File: config.mk
export PLATFORM = sky130hd
export DESIGN_NAME = vrrb_ctrl
export DESIGN_NICKNAME = d
export VERILOG_FILES = /design/src/vrrb_pkg.sv /design/src/vrrb_ctrl.sv
export SDC_FILE = /design/constraint.sdc
export NUM_CORES = 1
export LEC_CHECK = 0
export ABC_CLOCK_PERIOD_IN_PS = 3300
export BUFFER_PORTS_ARGS = -buffer_cell sky130_fd_sc_hd__buf_2
export CELL_PAD_IN_SITES_DETAIL_PLACEMENT = 0
export CELL_PAD_IN_SITES_GLOBAL_PLACEMENT = 1
export CORE_UTILIZATION = 28
export CTS_CLUSTER_DIAMETER = 40
export DETAILED_ROUTE_END_ITERATION = 8
export GPL_ROUTABILITY_DRIVEN = 0
export HOLD_SLACK_MARGIN = 0.06
export PLACE_DENSITY = 0.78
export SLEW_MARGIN = 20
export SYNTH_ARGS = -nofsm -noshare
export SYNTH_HDL_FRONTEND = slang
export SYNTH_SLANG_ARGS = --single-unit
File: constraint.sdc
create_clock -name clk -period 3.3 [get_ports clk]
set_input_delay 0.33 -clock clk [delete_from_list [all_inputs] [get_ports clk]]
set_output_delay 0.33 -clock clk [all_outputs]
set_load 0.1 [all_outputs]
File: src/vrrb_pkg.sv
package vrrb_pkg;

  localparam int WORD_W  = 64;
  localparam int LEN_W   = 11;
  localparam int COUNT_W = 32;

  localparam logic KIND_PUSH = 1'b0;
  localparam logic KIND_POP  = 1'b1;

  typedef enum logic [2:0] {
    ST_OK      = 3'd0,
    ST_EMPTY   = 3'd1,
    ST_SMALL   = 3'd2,
    ST_DROPPED = 3'd3,
    ST_CORRUPT = 3'd4
  } status_t;

  typedef struct packed {
    logic              kind;
    logic [WORD_W-1:0] word;
    logic              first_of_record;
    logic [LEN_W-1:0]  record_words;
    logic [LEN_W-1:0]  reader_limit_words;
  } in_item_t;

  typedef struct packed {
    status_t            status;
    logic [WORD_W-1:0]  read_word;
    logic               last_of_record;
    logic [COUNT_W-1:0] dropped_count;
  } out_item_t;

  // datapath -> controller
  typedef struct packed {
    logic is_pop;
    logic first;
    logic push_fits;
    logic wr_rem_zero;
    logic wr_dropping;
    logic rd_rem_zero;
    logic ring_empty;
    logic hdr_bad;
  } dp_sts_t;

  // controller -> datapath
  typedef struct packed {
    logic load;
    logic wr_hdr;
    logic drop_first;
    logic emit_drop;
    logic skip_word;
    logic wr_word;
    logic emit_empty;
    logic rd_cur;
    logic hdr_reject;
    logic hdr_accept;
    logic pop_word;
  } dp_cmd_t;

endpackage

File: src/vrrb_ctrl.sv
module vrrb_ctrl (
  input  logic              clk,
  input  logic              rst_n,
  input  logic              start,
  input  vrrb_pkg::dp_sts_t sts,
  output vrrb_pkg::dp_cmd_t cmd,
  output logic              busy
);

  typedef enum logic [4:0] {
    S_IDLE      = 5'b00001,
    S_DECODE    = 5'b00010,
    S_PUSH_WORD = 5'b00100,
    S_POP_HDR   = 5'b01000,
    S_POP_DATA  = 5'b10000
  } state_t;

  state_t state_r, state_nxt;

  always_ff @(posedge clk) begin
    if (!rst_n) begin
      state_r <= S_IDLE;
    end else begin
      state_r <= state_nxt;
    end
  end

  always_comb begin
    state_nxt = state_r;
    cmd       = '0;
    case (state_r)
      S_IDLE: begin
        if (start) begin
          cmd.load  = 1'b1;
          state_nxt = S_DECODE;
        end
      end
      S_DECODE: begin
        state_nxt = S_IDLE;
        if (sts.is_pop) begin
          if (!sts.rd_rem_zero) begin
            cmd.rd_cur = 1'b1;
            state_nxt  = S_POP_DATA;
          end else if (sts.ring_empty) begin
            cmd.emit_empty = 1'b1;
          end else begin
            cmd.rd_cur = 1'b1;
            state_nxt  = S_POP_HDR;
          end
        end else if (sts.first) begin
          if (sts.push_fits) begin
            cmd.wr_hdr = 1'b1;
            state_nxt  = S_PUSH_WORD;
          end else begin
            cmd.drop_first = 1'b1;
          end
        end else if (sts.wr_rem_zero) begin
          cmd.emit_drop = 1'b1;
        end else if (sts.wr_dropping) begin
          cmd.skip_word = 1'b1;
        end else begin
          state_nxt = S_PUSH_WORD;
        end
      end
      S_PUSH_WORD: begin
        cmd.wr_word = 1'b1;
        state_nxt   = S_IDLE;
      end
      S_POP_HDR: begin
        if (sts.hdr_bad) begin
          cmd.hdr_reject = 1'b1;
          state_nxt      = S_IDLE;
        end else begin
          cmd.hdr_accept = 1'b1;
          state_nxt      = S_POP_DATA;
        end
      end
      S_POP_DATA: begin
        cmd.pop_word = 1'b1;
        state_nxt    = S_IDLE;
      end
      default: begin
        state_nxt = S_IDLE;
      end
    endcase
  end

  assign busy = (state_r != S_IDLE);

endmodule

---- Word-level counts from Yosys, hierarchy flattened ----
Cells that the tools add are included.
operators by class
  eq/ne operators ......................... 7
  mux-type cells .......................... 32
operators with widths
  kind                count
  $mux 5              6
  $mux 1              15
  $pmux 5 s3          1
  $mux 4              3
  $mux 2              5
  $mux 3              2
  $eq 5x1->1 const B  1
  $eq 5x2->1 const B  1
  $eq 5x3->1 const B  1
  $eq 5x4->1 const B  1
  $eq 5x5->1 const B  1
  $ne 5x1->1 const B  1
  $ne 2x2->1 const B  1
word-level totals
  flip-flop bits (word level) ............. 5
  input bits .............................. 11
  output and inout bits ................... 12

---- Longest topological paths before layout ----
Gate-level depths: netlist (run 1).
  depth in word-level cells ............... 5
  gate-level depth with buffers ........... 3
  mapped depth without buffers ............ 3

---- Least setup slack after synthesis (run 1) ----
No wires, ideal clock.
  path type ............................... reg-to-output
  from .................................... reg state_r[2]
  to ...................................... out cmd[7] (netlist bit)
  data arrival time ....................... 3.812 ns
  setup slack ............................. -0.842 ns
  stages on the path, launching flop included .. 4
  cell sequence ........................... dfxtp_1 nor3_4 nand2_2 nor4b_1
RTL lines
  element                 RTL line         RTL
  start, declared         vrrb_ctrl.sv:18  state_t state_r, state_nxt;
  start signal, assigned  vrrb_ctrl.sv:24  state_r <= state_nxt;
  end, declared           vrrb_ctrl.sv:6   output vrrb_pkg::dp_cmd_t cmd,

==> impl_metrics.yaml, run 1 <==
layout:
  top_register: "state_r"
  drive_gt1_share_pct: 38.0
  fin_nets: 83
  syn_to_final_growth_pct: 42.0
  largest_register_ffs: 5
  diodes: 0
  reg_top3: "state_r x5"
  stdcell_area_um2: 520
drt:
  wl_per_cell_um: 10.7
  dr_total_vias: 447
  drc_errors: 0
  via_per_inst: 5.26
  routed_wl_um: 908
  drtAntennaViolNets: 0
  dr.first_iter.drc_count: 8
  dr.pass1.iters: 4
place:
  place_area_um2: 494
  pre_cts_ws_ns: 1.49
  dp_hpwl_um: 750
  port_buffers: 22
floorplanning:
  die_h_um: 38.2
  rows: 12
  io_pins: 23
  coreArea_um2: 1160
  die_width_um: 38.2
  dieArea_um2: 1460
  start_util_pct: 31.7
timing:
  relSlewSlack_pct: 67.8
  rsz0062_at_grt: "no"
  min_period_over_period_pct: 62.6
  tightestPinTransition_ns: 0.487
  fmax_mhz: 484
  setup_ws_ns: 1.23
  skew_ns: 0.00356
  finalHoldViolCount: 0
  period_needed_ns: 2.07
  timing.setup.tns_ns: 0
  final-setup-viol-count: 0
  whs_ns: 0.290
  finalMaxSlewViolations: 0
clocking:
  numCtsBuffers: 3
  cts_tree: "built"
  htree_levels: 1
  clock_latency_ns: 0.23
  cts_setup_buffers: 0
  path_clk_slew_ns: 0.04
  cts_hold_buffers: 0
  clkSinkCount: 5
  post_cts_resized: 0
  root_buffer: "clkbuf_4"
  cts_buffer_depth: 2
power:
  power_density_nw_per_um2: 361
  total_power_mw: 0.188
  leakagePower_nw: 0.273
  max-vdd-ir-drop_v: 0.000126
worst_setup_path:
  critPathLaunchType: "register"
  timing.reg2reg.worst_path_depth: 3
  crit_path_start: "state_r[2]"
  critPathCaptureType: "output port"
  r2r_end: "state_r[4]"
  crit_required_ns: 2.97
  r2r_slack_ns: 2.09
  r2r_start: "state_r[3]"
  path_class: "register to output port"
  path_max_fanout: 6
  crit_arrival_ns: 1.74
  crit_end: "cmd[8]"
logic_synthesis:
  synth_seq_cells: 5
  synth_top_cell_area_share_pct: 27.3
  yosysSeqAreaShare_pct: 27.3
  synthCells: 45
  netlist_area_um2: 367
  ys_types: 27
  synthTopCellsByArea: "dfxtp_1 27%, and2_1 5.1%, and3b_1 4.8%"
  synth_nets: 56
  yosysTopAreaCell: "dfxtp_1"
  ys_warn_count: 0
  synth_area_per_cell_um2: 8.15
grt:
  grt_usage_pct: 14.1
  grt_pass1_vias: 403
  grt_max_degree: 9
  grt_pass1_wl_um: 1460
  antenna_found_initial: 0
  grt_overflow: 0
flow_run:
  drv_cap: 0
min_path:
  hold_class: "input pin to register"
run_status:
  outcome: "finished, final reports clean"
-- worst min-delay path by stage --
stage               cells past startpoint  slack [ns]          to    from
finish                                  2        0.29  state_r[3]  sts[1]
global route                            2        0.30  state_r[3]  sts[1]
CTS                                     2        0.29  state_r[3]  sts[1]
detailed placement                      2        0.53  state_r[3]  sts[1]
global placement                        2        0.53  state_r[3]  sts[1]
floorplan                               1        0.41  state_r[3]  sts[1]
-- Yosys cell counts, drive strengths merged --
cell type	n
nand3	2
nor4b	2
inv	2
or3	1
and3	2
and4b	1
and2	3
nor3	2
o21ai	1
and4	1
a21boi	1
nor3b	1
nand4b	2
and2b	1
o311a	1
a21oi	2
nor4	1
nor2	4
nand4bb	1
nor2b	1
o311ai	1
nand2	4
nand2b	1
dfxtp	5
and3b	2
-- final cells by class --
| cell class | instances | area [µm²] |
|---|---|---|
| inverter | 2 | 7.51 |
| clock buffer | 4 | 26.3 |
| fill | 126 | 636 |
| tap | 14 | 17.5 |
| timing repair buffer | 22 | 110 |
| sequential | 5 | 100 |
| multi-input combinational | 38 | 259 |
-- cell usage in the layout (no fill, tap or decap), drive strengths merged, types with 2 or more instances in the layout --
| cell | count |
|---|---|
| buf | 22 |
| dfxtp | 5 |
| nor2 | 4 |
| nand2 | 4 |
| clkbuf | 4 |
| and2 | 3 |
| nand3 | 2 |
| a21oi | 2 |
| nor4b | 2 |
| inv | 2 |
| and3b | 2 |
| and3 | 2 |
| nand4b | 2 |
| nor3 | 2 |
-- report_power, final --
group	internal, mW	total, mW	switching [mW]
Sequential	0.0628	0.0662	0.00337
Clock	0.0455	0.0667	0.0212
Combinational	0.0155	0.0553	0.0398
-- routing by layer --
metal | wire (µm) | up-vias | track usage [%]
li1 | - | 225 | -
met2 | 447 | 20 | 25.0
met4 | 0 | 0 | 8.04
met3 | 51 | 0 | 0
met5 | 0 | - | 0
met1 | 409 | 202 | 17.1
-- critical path, cell delays in order (launching register included) --
cell	delay, ns
dfxtp_1	0.36
nor3_4	0.28
nand2_2	0.11
nor4b_1	0.28
buf_2	0.47
-- logic make-up after synthesis --
group,count (synthesis),share of synthesized area (%)
AO/OA/AOI/OAI,6,11.3
buffers and inverters,2,2.05
flip-flops,5,27.3
AND/OR/NAND/NOR,32,59.4
-- per-stage QoR --
step                utilization (%)  std cells
finish                         45.0         85
global route                   45.0         85
CTS                            45.0         85
detailed placement             42.7         81
global placement               42.7         81
floorplan                         -         45
Note: power is estimated with default switching activity, not from simulation.
==> run 2, diff against run 1 <==
Settings changed: ABC_CLOCK_PERIOD_IN_PS 3300 to 1700, CORE_UTILIZATION 28 to 24, PLACE_DENSITY 0.78 to 0.72.
Clock period 3.3 ns to 1.7 ns, I/O delays scaled along.
==> impl_metrics.yaml, run 2 (synthesized netlist as in run 1, its figures left out) <==
floorplanning:
  io_pins: 23
  dieArea_um2: 1690
  coreArea_um2: 1370
  rows: 13
  die_h_um: 41.1
  start_util_pct: 26.8
  die_width_um: 41.1
clocking:
  cts_hold_buffers: 0
  cts_tree: "built"
  root_buffer: "clkbuf_4"
  cts_buffer_depth: 2
  numCtsBuffers: 3
  htree_levels: 1
  path_clk_slew_ns: 0.04
  clkSinkCount: 5
  clock_latency_ns: 0.25
timing:
  skew_ns: 0.00217
  tightestPinTransition_ns: 0.481
  min_period_over_period_pct: 101
  period_needed_ns: 1.71
  finalHoldViolCount: 0
  rsz0062_at_grt: "yes"
  final-setup-viol-count: 1
  fmax_mhz: 585
  finalMaxSlewViolations: 0
  relSlewSlack_pct: 68.1
  setup_ws_ns: -0.00908
drt:
  wl_per_cell_um: 12.5
  drtAntennaViolNets: 0
  routed_wl_um: 1100
  dr.pass1.iters: 2
  via_per_inst: 4.94
  dr.first_iter.drc_count: 8
  dr_total_vias: 435
  drc_errors: 0
layout:
  fin_nets: 85
  final_util_pct: 56.5
  layout_commonest_cell: "buf_2"
  syn_to_final_growth_pct: 111
  top_register: "state_r"
  largest_register_ffs: 5
  reg_top3: "state_r x5"
  drive_gt1_share_pct: 53.4
  diodes: 0
  final_cell_mix: "11 x buf_2, 10 x buf_12, 4 x clkbuf_4"
power:
  leakagePower_nw: 0.340
  power_density_nw_per_um2: 530
  total_power_mw: 0.409
  max-vdd-ir-drop_v: 0.000379
worst_setup_path:
  crit_path_start: "state_r[0]"
  path_class: "register to output port"
  critPathMaxStageDelay_ns: 0.35
  crit_chain: "nor3_4, nand2_4, nor4_4, buf_12"
  slowest_stage: "dfxtp_4"
  critPathLaunchType: "register"
  crit_arrival_ns: 1.54
  path_max_fanout: 5
  crit_required_ns: 1.53
  r2r_start: "state_r[0]"
  critPathCaptureType: "output port"
grt:
  grt_pass1_vias: 391
  antenna_found_initial: 0
  grt_usage_pct: 17.1
  grt_max_degree: 9
  grt_overflow: 0
  grt_pass1_wl_um: 1790
min_path:
  hold_class: "input pin to register"
  hp-start: "sts[1]"
place:
  port_buffers: 22
  dp_hpwl_um: 923
run_status:
  violations: "setup timing"
  outcome: "complete, but fails checks"
flow_run:
  drv_cap: 0
[run 2: cell types whose count changed in the layout (fill, tap and decap cells not counted), sizes merged]
cell / before / now
buf: 22 / 23
clkbuf: 4 / 5
[run 2: worst max-delay path, delay by kind of cell, from the launching register on]
| family | cells | cell delay, ns |
|---|---|---|
| buffers and inverters | 1 | 0.22 |
| flip-flops | 1 | 0.35 |
| AND/OR/NAND/NOR | 3 | 0.72 |
[run 2: timing repair]
action,4_1_cts,5_1_grt
pin swaps,0,2
setup buffers,1,1
setup endpoints to repair,4,7
gates resized for setup,0,5
[run 2: layer usage]
metal,share of wire (%),GRT usage (%)
met5,0,0
met4,1.7,7.50
met3,5.6,7.07
met2,50,25.0
met1,43,21.5
[run 2: final timing paths]
kind | endpoint | slack (ns) | depth (start not counted)
setup / recovery | cmd[6] | -0.009 | 4
hold / removal | state_r[3] | 0.14 | 2
setup reg to reg | state_r[0] | 0.49 | 3
hold reg to reg | state_r[0] | 0.66 | 3
[run 2: report_power, final]
part / total, mW / internal [mW] / switching, mW / leakage (nW)
registers: 0.128 / 0.122 / 0.00560 / 0.0413
clock network: 0.139 / 0.0888 / 0.0504 / 0.0150
logic: 0.142 / 0.0502 / 0.0922 / 0.284
[run 2: stage by stage]
stage / setup slack (ns) / instance area (µm²) / hold slack (ns) / instances / setup TNS [ns]
global route: -0.0856 / 772 / 0.148 / 88 / -0.307
CTS: 0.00127 / 751 / 0.150 / 87 / 0
global placement: 0.269 / 717 / 0.409 / 82 / 0
floorplan: -0.238 / 438 / 0.247 / 45 / -0.711
detailed placement: 0.242 / 717 / 0.414 / 82 / 0
finish: -0.00908 / 772 / 0.144 / 88 / -0.00908
[run 2: layout make-up]
| cell class | instances | area (µm²) |
|---|---|---|
| flip-flops and latches | 5 | 105 |
| multi-input cells | 38 | 337 |
| clock buffers | 4 | 26.3 |
| fillers | 132 | 594 |
| inverters | 2 | 7.51 |
| well taps | 15 | 18.8 |
| repair buffers | 24 | 278 |
